`src/hw/rtl/wst_pkg.sv`:
```
// Shared types, character constants and helpers for the word and string tokenizer.
`default_nettype none

package wst_pkg;

  typedef enum logic [5:0] {
    ModeIdle    = 6'b000001,
    ModeComment = 6'b000010,
    ModeWord    = 6'b000100,
    ModeString  = 6'b001000,
    ModeEscape  = 6'b010000,
    ModeHalted  = 6'b100000
  } mode_e;

  typedef enum logic [1:0] {
    EvByte       = 2'd0,
    EvTokenEnd   = 2'd1,
    EvEndOfInput = 2'd2,
    EvError      = 2'd3
  } event_e;

  typedef enum logic [1:0] {
    ErrBadWordChar     = 2'd0,
    ErrUnterminated    = 2'd1,
    ErrNewlineInString = 2'd2,
    ErrBadEscape       = 2'd3
  } error_e;

  localparam logic KindWord   = 1'b0;
  localparam logic KindString = 1'b1;

  localparam logic [7:0] ChSpace   = 8'h20;
  localparam logic [7:0] ChNewline = 8'h0A;
  localparam logic [7:0] ChBslash  = 8'h5C;
  localparam logic [7:0] ChQuote   = 8'h22;
  localparam logic [7:0] ChN       = 8'h6E;

  localparam int unsigned FifoDepth = 3;

  typedef struct packed {
    event_e     event_res;
    logic       token_kind;
    logic [7:0] out_byte;
    error_e     error_code;
    logic       last;
  } result_t;

  typedef struct packed {
    logic [1:0] count;
    result_t    first;
    result_t    second;
  } lex_out_t;

  function automatic result_t make_result(event_e ev, logic kind, logic [7:0] data,
                                          error_e err);
    result_t r;
    r.event_res  = ev;
    r.token_kind = kind;
    r.out_byte   = data;
    r.error_code = err;
    r.last       = 1'b0;
    return r;
  endfunction

endpackage

`default_nettype wire

```
`src/hw/rtl/wst_lexer.sv`:
```
// Lexer state register and the decode of one input transaction into up to two results.
`default_nettype none

module wst_lexer (
  input  logic              clk_i,
  input  logic              rst_ni,
  input  logic              accept_i,
  input  logic [7:0]        in_byte_i,
  input  logic              is_end_i,
  output wst_pkg::lex_out_t results_o
);
  import wst_pkg::*;

  mode_e      mode_q, mode_d;
  logic [1:0] n;
  result_t    first, second;
  logic       is_ws;

  assign is_ws = (in_byte_i == ChSpace) || (in_byte_i == ChNewline);

  always_comb begin
    mode_d = mode_q;
    n      = 2'd0;
    first  = make_result(EvByte, KindWord, 8'h00, ErrBadWordChar);
    second = make_result(EvByte, KindWord, 8'h00, ErrBadWordChar);
    unique case (mode_q)
      ModeIdle: begin
        priority if (is_end_i) begin
          first = make_result(EvEndOfInput, KindWord, 8'h00, ErrBadWordChar);
          n     = 2'd1;
        end else if (is_ws) begin
          mode_d = ModeIdle;
        end else if (in_byte_i == ChBslash) begin
          mode_d = ModeComment;
        end else if (in_byte_i == ChQuote) begin
          first  = make_result(EvByte, KindString, in_byte_i, ErrBadWordChar);
          n      = 2'd1;
          mode_d = ModeString;
        end else begin
          first  = make_result(EvByte, KindWord, in_byte_i, ErrBadWordChar);
          n      = 2'd1;
          mode_d = ModeWord;
        end
      end
      ModeComment: begin
        priority if (is_end_i) begin
          first  = make_result(EvEndOfInput, KindWord, 8'h00, ErrBadWordChar);
          n      = 2'd1;
          mode_d = ModeIdle;
        end else if (in_byte_i == ChNewline) begin
          mode_d = ModeIdle;
        end else begin
          mode_d = ModeComment;
        end
      end
      ModeWord: begin
        priority if (is_end_i) begin
          first  = make_result(EvTokenEnd, KindWord, 8'h00, ErrBadWordChar);
          second = make_result(EvEndOfInput, KindWord, 8'h00, ErrBadWordChar);
          n      = 2'd2;
          mode_d = ModeIdle;
        end else if (is_ws) begin
          first  = make_result(EvTokenEnd, KindWord, 8'h00, ErrBadWordChar);
          n      = 2'd1;
          mode_d = ModeIdle;
        end else if ((in_byte_i == ChBslash) || (in_byte_i == ChQuote)) begin
          first  = make_result(EvError, KindWord, 8'h00, ErrBadWordChar);
          n      = 2'd1;
          mode_d = ModeHalted;
        end else begin
          first = make_result(EvByte, KindWord, in_byte_i, ErrBadWordChar);
          n     = 2'd1;
        end
      end
      ModeString: begin
        priority if (is_end_i) begin
          first  = make_result(EvError, KindString, 8'h00, ErrUnterminated);
          n      = 2'd1;
          mode_d = ModeHalted;
        end else if (in_byte_i == ChNewline) begin
          first  = make_result(EvError, KindString, 8'h00, ErrNewlineInString);
          n      = 2'd1;
          mode_d = ModeHalted;
        end else if (in_byte_i == ChQuote) begin
          first  = make_result(EvTokenEnd, KindString, 8'h00, ErrBadWordChar);
          n      = 2'd1;
          mode_d = ModeIdle;
        end else if (in_byte_i == ChBslash) begin
          mode_d = ModeEscape;
        end else begin
          first = make_result(EvByte, KindString, in_byte_i, ErrBadWordChar);
          n     = 2'd1;
        end
      end
      ModeEscape: begin
        priority if (!is_end_i && (in_byte_i == ChBslash)) begin
          first  = make_result(EvByte, KindString, ChBslash, ErrBadWordChar);
          n      = 2'd1;
          mode_d = ModeString;
        end else if (!is_end_i && (in_byte_i == ChN)) begin
          first  = make_result(EvByte, KindString, ChNewline, ErrBadWordChar);
          n      = 2'd1;
          mode_d = ModeString;
        end else begin
          first  = make_result(EvError, KindString, 8'h00, ErrBadEscape);
          n      = 2'd1;
          mode_d = ModeHalted;
        end
      end
      ModeHalted: begin
        mode_d = ModeHalted;
      end
      default: begin
        mode_d = ModeHalted;
      end
    endcase
    first.last  = (n == 2'd1);
    second.last = (n == 2'd2);
  end

  always_ff @(posedge clk_i or negedge rst_ni) begin
    if (!rst_ni) begin
      mode_q <= ModeIdle;
    end else if (accept_i) begin
      mode_q <= mode_d;
    end
  end

  assign results_o.count  = accept_i ? n : 2'd0;
  assign results_o.first  = first;
  assign results_o.second = second;

endmodule

`default_nettype wire

```
`src/hw/rtl/wst_result_fifo.sv`:
```
// Three-entry shifting result queue that takes up to two results per cycle.
`default_nettype none

module wst_result_fifo (
  input  logic              clk_i,
  input  logic              rst_ni,
  input  wst_pkg::lex_out_t push_i,
  input  logic              pop_i,
  output wst_pkg::result_t  head_o,
  output logic              valid_o,
  output logic              room_o
);
  import wst_pkg::*;

  result_t    entries_q [FifoDepth];
  result_t    entries_d [FifoDepth];
  logic [1:0] count_q, count_d;
  logic [1:0] base;
  logic [1:0] base_next;

  assign base      = count_q - {1'b0, pop_i};
  assign base_next = base + 2'd1;

  always_comb begin
    for (int i = 0; i < FifoDepth; i++) begin
      entries_d[i] = entries_q[i];
    end
    if (pop_i) begin
      for (int i = 0; i < FifoDepth - 1; i++) begin
        entries_d[i] = entries_q[i + 1];
      end
    end
    if (push_i.count != 2'd0) begin
      entries_d[base] = push_i.first;
    end
    if (push_i.count == 2'd2) begin
      entries_d[base_next] = push_i.second;
    end
    count_d = base + push_i.count;
  end

  always_ff @(posedge clk_i) begin
    for (int i = 0; i < FifoDepth; i++) begin
      entries_q[i] <= entries_d[i];
    end
  end

  always_ff @(posedge clk_i or negedge rst_ni) begin
    if (!rst_ni) begin
      count_q <= 2'd0;
    end else begin
      count_q <= count_d;
    end
  end

  assign head_o  = entries_q[0];
  assign valid_o = (count_q != 2'd0);
  assign room_o  = (count_q <= 2'd1);

endmodule

`default_nettype wire

```
`src/hw/rtl/word_and_string_tokenizer.sv`:
```
// Top level of the streaming word and string tokenizer.
// Each input transaction carries one source byte or an end-of-input mark and is decoded in
// the cycle it is accepted; its zero, one or two results enter a three-entry result queue
// and leave one per cycle while out_ready_i is high, the first in the cycle after the input
// transaction if the queue was empty. Input is taken in every cycle while the queue holds
// at most one result, so items that cause at most one result stream at one per cycle while
// the output keeps up; the single output port limits the rate to one result per cycle.
// After an error the block produces no further results until reset.
`default_nettype none

module word_and_string_tokenizer (
  input  logic       clk_i,
  input  logic       rst_ni,
  input  logic       in_valid_i,
  output logic       in_ready_o,
  input  logic [7:0] in_byte_i,
  input  logic       is_end_i,
  output logic       out_valid_o,
  input  logic       out_ready_i,
  output logic [1:0] event_res_o,
  output logic       token_kind_o,
  output logic [7:0] out_byte_o,
  output logic [1:0] error_code_o,
  output logic       last_o
);
  import wst_pkg::*;

  lex_out_t lex_results;
  result_t  head;
  logic     accept;
  logic     room;

  assign accept     = in_valid_i && room;
  assign in_ready_o = room;

  wst_lexer u_lexer (
    .clk_i     (clk_i),
    .rst_ni    (rst_ni),
    .accept_i  (accept),
    .in_byte_i (in_byte_i),
    .is_end_i  (is_end_i),
    .results_o (lex_results)
  );

  wst_result_fifo u_fifo (
    .clk_i   (clk_i),
    .rst_ni  (rst_ni),
    .push_i  (lex_results),
    .pop_i   (out_valid_o && out_ready_i),
    .head_o  (head),
    .valid_o (out_valid_o),
    .room_o  (room)
  );

  assign event_res_o  = head.event_res;
  assign token_kind_o = head.token_kind;
  assign out_byte_o   = head.out_byte;
  assign error_code_o = head.error_code;
  assign last_o       = head.last;

endmodule

`default_nettype wire

```
`config.mk`:
```
export PLATFORM = sky130hd
export DESIGN_NAME = word_and_string_tokenizer
export DESIGN_NICKNAME = d
export VERILOG_FILES = /design/src/hw/rtl/wst_pkg.sv /design/src/hw/rtl/wst_lexer.sv /design/src/hw/rtl/wst_result_fifo.sv /design/src/hw/rtl/word_and_string_tokenizer.sv
export SDC_FILE = /design/constraint.sdc
export NUM_CORES = 1
export LEC_CHECK = 0
export BUFFER_PORTS_ARGS = -buffer_cell sky130_fd_sc_hd__clkbuf_2
export CAP_MARGIN = 20
export CELL_PAD_IN_SITES_DETAIL_PLACEMENT = 0
export CELL_PAD_IN_SITES_GLOBAL_PLACEMENT = 2
export CORE_UTILIZATION = 33
export DETAILED_ROUTE_END_ITERATION = 16
export PLACE_DENSITY_LB_ADDON = 0.3
export SYNTH_ARGS = -nofsm -noshare
export SYNTH_HDL_FRONTEND = slang
export SYNTH_HIERARCHICAL = 1
export SYNTH_SLANG_ARGS = --single-unit
```
`constraint.sdc`:
```
create_clock -name clk_i -period 2.7 [get_ports clk_i]
set_input_delay 0.27 -clock clk_i [delete_from_list [all_inputs] [get_ports clk_i]]
set_output_delay 0.27 -clock clk_i [all_outputs]
set_load 0.02 [all_outputs]
```
# After elaboration in Yosys (flattened, before gate mapping)
# Memory sizes are Yosys's and may differ from the RTL's.
# Index checks and enable logic that the tools add are counted.
[word_totals] register_bits=8 ramBits=42 in_bits=13 memories=1
[memory_table] memory="u_fifo.entries_q" depth=3 width=14 read_ports=3 rd_clocked_by_memory_dff=0 wr=3 line_no="wst_result_fifo.sv:15" source="result_t entries_q [FifoDepth];"
[classes] muxes=51 n_bitwise=2 n_lt_le_gt_ge=5 n_reduce_logical=12 n_eq_ne=16 add_sub_neg=3
[ops] cell="two-way mux 14 bit" n=15
[ops] cell="bitwise mux 42 bit" n=2
[ops] cell="two-way mux 42 bit" n=2
[ops] cell="two-way mux 6 bit" n=13
[ops] cell="one-hot mux 14 bit (5 select lines)" n=1
[ops] cell="demux 14 bit (select 2 bit)" n=2
[ops] cell="one-hot mux 6 bit (5 select lines)" n=1
[ops] cell="two-way mux 28 bit" n=1
[ops] cell="two-way mux 12 bit" n=2
[ops] cell="== test 8 x 6 -> 1 bit (second input constant)" n=2
[ops] cell="== test 8 x 7 -> 1 bit (second input constant)" n=2
[ops] cell="two-way mux 2 bit" n=8
[ops] cell="one-hot mux 2 bit (5 select lines)" n=1
[ops] cell="== test 8 x 4 -> 1 bit (second input constant)" n=1
[ops] cell="== test 6 x 1 -> 1 bit (second input constant)" n=1
[ops] cell="== test 6 x 2 -> 1 bit (second input constant)" n=1
[ops] cell="== test 6 x 3 -> 1 bit (second input constant)" n=1
[ops] cell="== test 6 x 4 -> 1 bit (second input constant)" n=1
[ops] cell="== test 6 x 5 -> 1 bit (second input constant)" n=1
[ops] cell="greater-or-equal comparator 3 bit (second input constant)" n=2
[ops] cell="logical AND 1 bit" n=6
[ops] cell="less-than comparator 3 x 1 -> 1 bit (second input constant)" n=2
[ops] cell="NOT 2 -> 3 bit" n=2
[ops] cell="!= test 5 x 2 -> 1 bit (second input constant)" n=1
[ops] cell="14 further kinds" n=18

# Logic depth before layout (Yosys ltp)
[logic_depth] word_depth=12 ltp_mapped=12

# Modules after synthesis
# The synthesis kept the hierarchy.
[modules_own_cells] module="wst_result_fifo" seq_area_each_um2=890.9 area_per_inst_um2=2568.7 n_inst=1 cells_each=312
[modules_own_cells] module="wst_lexer" seq_area_each_um2=151.4 area_per_inst_um2=985.9 n_inst=1 cells_each=128
[modules_own_cells] module="word_and_string_tokenizer" seq_area_each_um2=0.0 area_per_inst_um2=12.5 n_inst=1 cells_each=2

# Least setup slack after synthesis
# Ideal clock, no wire load.
[synth_path] path_type="input to register" startpoint="input in_byte_i[1]" endpoint="memory u_fifo/entries_q[0][10] (netlist bit)" setup_time_ns=0.125 path_buffers=4 path_slack_ns=-0.093 arrival_time_ns=2.668 path_stages=12 path_cell_list="buf_4 or3b_4 a211oi_4 a21boi_0 o22ai_1 a41oi_1 buf_4 or3b_1 clkbuf_1 nor2_2 buf_4 o31ai_1"
[synth_lines] item="from (decl)" line_no="word_and_string_tokenizer.sv:16" source="input logic [7:0] in_byte_i,"
[synth_lines] item="to (decl)" line_no="wst_result_fifo.sv:15"

==> impl_metrics.yaml <==
sta:
  maxSlewViolCount: 0
  final_hold_viol_count: 0
  final.min_clock_period_ps: 2570
  clock-skew-final_ps: 10.3
  setup-violations-final: 0
  max_slew_margin_pct: 57.2
  max_slew.worst_pin.slew_ps: 635
  post-route-period-util_pct: 95.3
  rsz0062_at_grt: "no"
  fmax_mhz: 389
  whs_ps: 336
synthesis:
  synth_cell_type_count: 63
  synth.avg_cell_area_sq_um: 8.07
  synth-async-reset-ratio_pct: 16.0
  synth_ff_type: "dfxtp_1"
  syn_area_sq_um: 3570
  synth_edf_count: 0
  synth_area_leader_cell: "dfxtp_1"
  synthDominantCellAreaShare_pct: 23.6
  ys_ff_latch: 50
  synth_cells: 442
  synth-seq-area-share_pct: 29.2
  yosys-top-cells-area: "dfxtp_1 (24%), buf_4 (6.3%), o31ai_1 (6.3%), nand3_1 (6.2%), a221oi_1 (5.9%)"
  ys_warn_count: 6
worst_setup_path:
  reg2regPathDepth: 8
  r2r_setup_slack_ps: 130
  startpoint_type: "flip-flop"
  critPathMaxFanout: 14
  worst_r2r_endpoint: "u_fifo/entries_q[0][32]"
  rr_startpoint: "u_lexer/mode_q[1]"
  criticalPathCategory: "reg2reg"
  cp.required_ps: 2900
  crit_path_end_kind: "flip-flop"
  cp.arrival_ps: 2770
outcome:
  status: "finished clean"
pwr:
  p_leak_nw: 1.62
  p_per_area_nw_per_um2: 630
  ir_worst_vdd_mv: 0.351
placement:
  globalplace.congestion: 0.853
  port_buffers: 28
  hpwl_um: 7490
floorplanning:
  start_util_pct: 34.2
  die_y_um: 106
  num_rows: 37
  dieArea_sq_um: 11200
  io_pins: 29
  die_w_um: 106
  core-area_sq_um: 10400
drt:
  vias: 3550
  drc_errors: 0
  post_drt_wl_per_cell_um: 17.3
  ant_nets: 0
  routed_wl_um: 10600
  dr.pass1.iters: 5
  vias_per_cell: 5.78
  first_iter_violations: 240
global_routing:
  grt_pass1_vias: 3281
  grt_max_degree: 72
  grt_pass1_wl_um: 17100
  antenna_found_initial: 0
  grt_usage_pct: 19.3
  overflow: 0
cells_and_area:
  diodes: 0
  syn2layout_area_growth_pct: 18.5
  drive_gt1_share_pct: 25.5
  layout_commonest_cell: "buf_4"
  nets: 491
  final_core_utilization_pct: 40.6
  fillers: 1073
  layout_common_cells: "buf_4 (52), nand3_1 (44), dfxtp_1 (42)"
flow_run:
  drv_cap: 0
clock_network:
  clk_latency_ps: 310
  clk_pin_slew_ps: 100
  cts_sinks: 50
  clk_path_buf_depth: 2
  cts_tree: "done"
  htree_levels: 2
  cts_buffers: 5
  cts-root-buf: "clkbuf_8"
worst_hold_path:
  hp-class: "in2async"
## routing by layer
layer	track usage, %	up-vias	part of all wire [%]
li1	-	1713	-
met1	27.5	1701	48
met2	30.2	121	46
met3	2.76	15	4.9
met4	5.26	0	1.1
met5	0	-	0
## state kept, by name (all words and copies together), names as in the netlist
| signal | cells |
|---|---|
| u_fifo/count_q | 2 |
| u_lexer/mode_q | 6 |
| u_fifo/entries_q | 42 |
## synth_stat cells, drive strengths merged, types with 2 or more instances
master / number
xor2: 3
o22ai: 3
clkbuf: 18
nor2: 5
and4: 2
nand3: 44
o21ba: 2
or3b: 2
a211oi: 2
buf: 52
xnor2: 4
dfxtp: 42
a21oi: 7
a221oi: 24
mux2: 9
o21a: 3
or4: 3
nand4: 2
a31oi: 15
dfrtp: 7
nor3: 34
o31ai: 30
nand3b: 4
and3b: 4
nor4: 18
o21ai: 25
or3: 4
nor3b: 5
and2: 6
inv: 11
nand2: 8
nor2b: 27
## final cells by class
type,count,area [sq um],share of cell area [%]
Multi-Input combinational cell,322,2180,51.5
Sequential cell,50,1040,24.7
Timing Repair Buffer,87,661,15.6
Tap cell,136,170,4.02
Clock buffer,5,68.8,1.63
Clock inverter,3,68.8,1.63
Inverter,11,41.3,0.977
## metrics by stage
step | TNS [ps] | std cells | instance area [sq um] | setup WS [ps] | total power [mW]
2_1_floorplan | 0 | 453 | 3620 | 25.2 | 1.61
3_3_place_gp | -506 | 604 | 4040 | -33.5 | 2.04
3_5_place_dp | -2990 | 604 | 4040 | -141 | 2.04
4_1_cts | 0 | 613 | 4200 | 34.9 | 2.69
5_1_grt | 0 | 614 | 4230 | 17.9 | 2.81
6_report | 0 | 614 | 4230 | 127 | 2.66
## repair_timing
item                                    4_1_cts  5_1_grt
setup buffers                                 0        1
hold buffers                                  1        0
endpoints found under the setup margin       35       31
endpoints found under the hold margin         7        0
resized for setup                             4        6
pin swaps                                     0        1
## worst max path at each step
stage / cells past startpoint / end / start
5_1_grt: 8 / u_fifo/entries_q[0][37] / u_lexer/mode_q[1]
2_1_floorplan: 12 / u_fifo/entries_q[0][1] / in_byte_i[1]
3_5_place_dp: 10 / u_fifo/entries_q[0][32] / in_byte_i[0]
4_1_cts: 10 / u_fifo/entries_q[0][5] / u_lexer/mode_q[1]
3_3_place_gp: 10 / u_fifo/entries_q[0][8] / in_byte_i[0]
6_report: 8 / u_fifo/entries_q[0][32] / u_lexer/mode_q[1]
## cells by family after synthesis
logic type      after synthesis  synth area share [%]
compound gates              119                  23.7
xor+xnor                      7                  2.14
simple gates                173                  28.4
buf+inv                      81                  12.6
flops                        50                  29.2
other cells                   1                 0.105
fa+ha+maj                     1                 0.351
mux                          10                  3.54
## worst max-delay path, cell delays in order, from the launching register on
cell	delay [ps]
dfrtp_1	420
or4_1	510
or3_1	370
a41oi_2	370
buf_4	190
o21ai_1	80
buf_4	210
o21ai_0	200
a31oi_1	120
## report_power, final
group | total (mW) | leakage (nW) | switching, mW | internal, mW
sequential | 0.788 | 0.437 | 0.0260 | 0.761
clock | 0.640 | 0.0683 | 0.268 | 0.371
combinational | 1.24 | 1.11 | 0.832 | 0.405
Note: power is estimated with default switching activity, not from simulation.
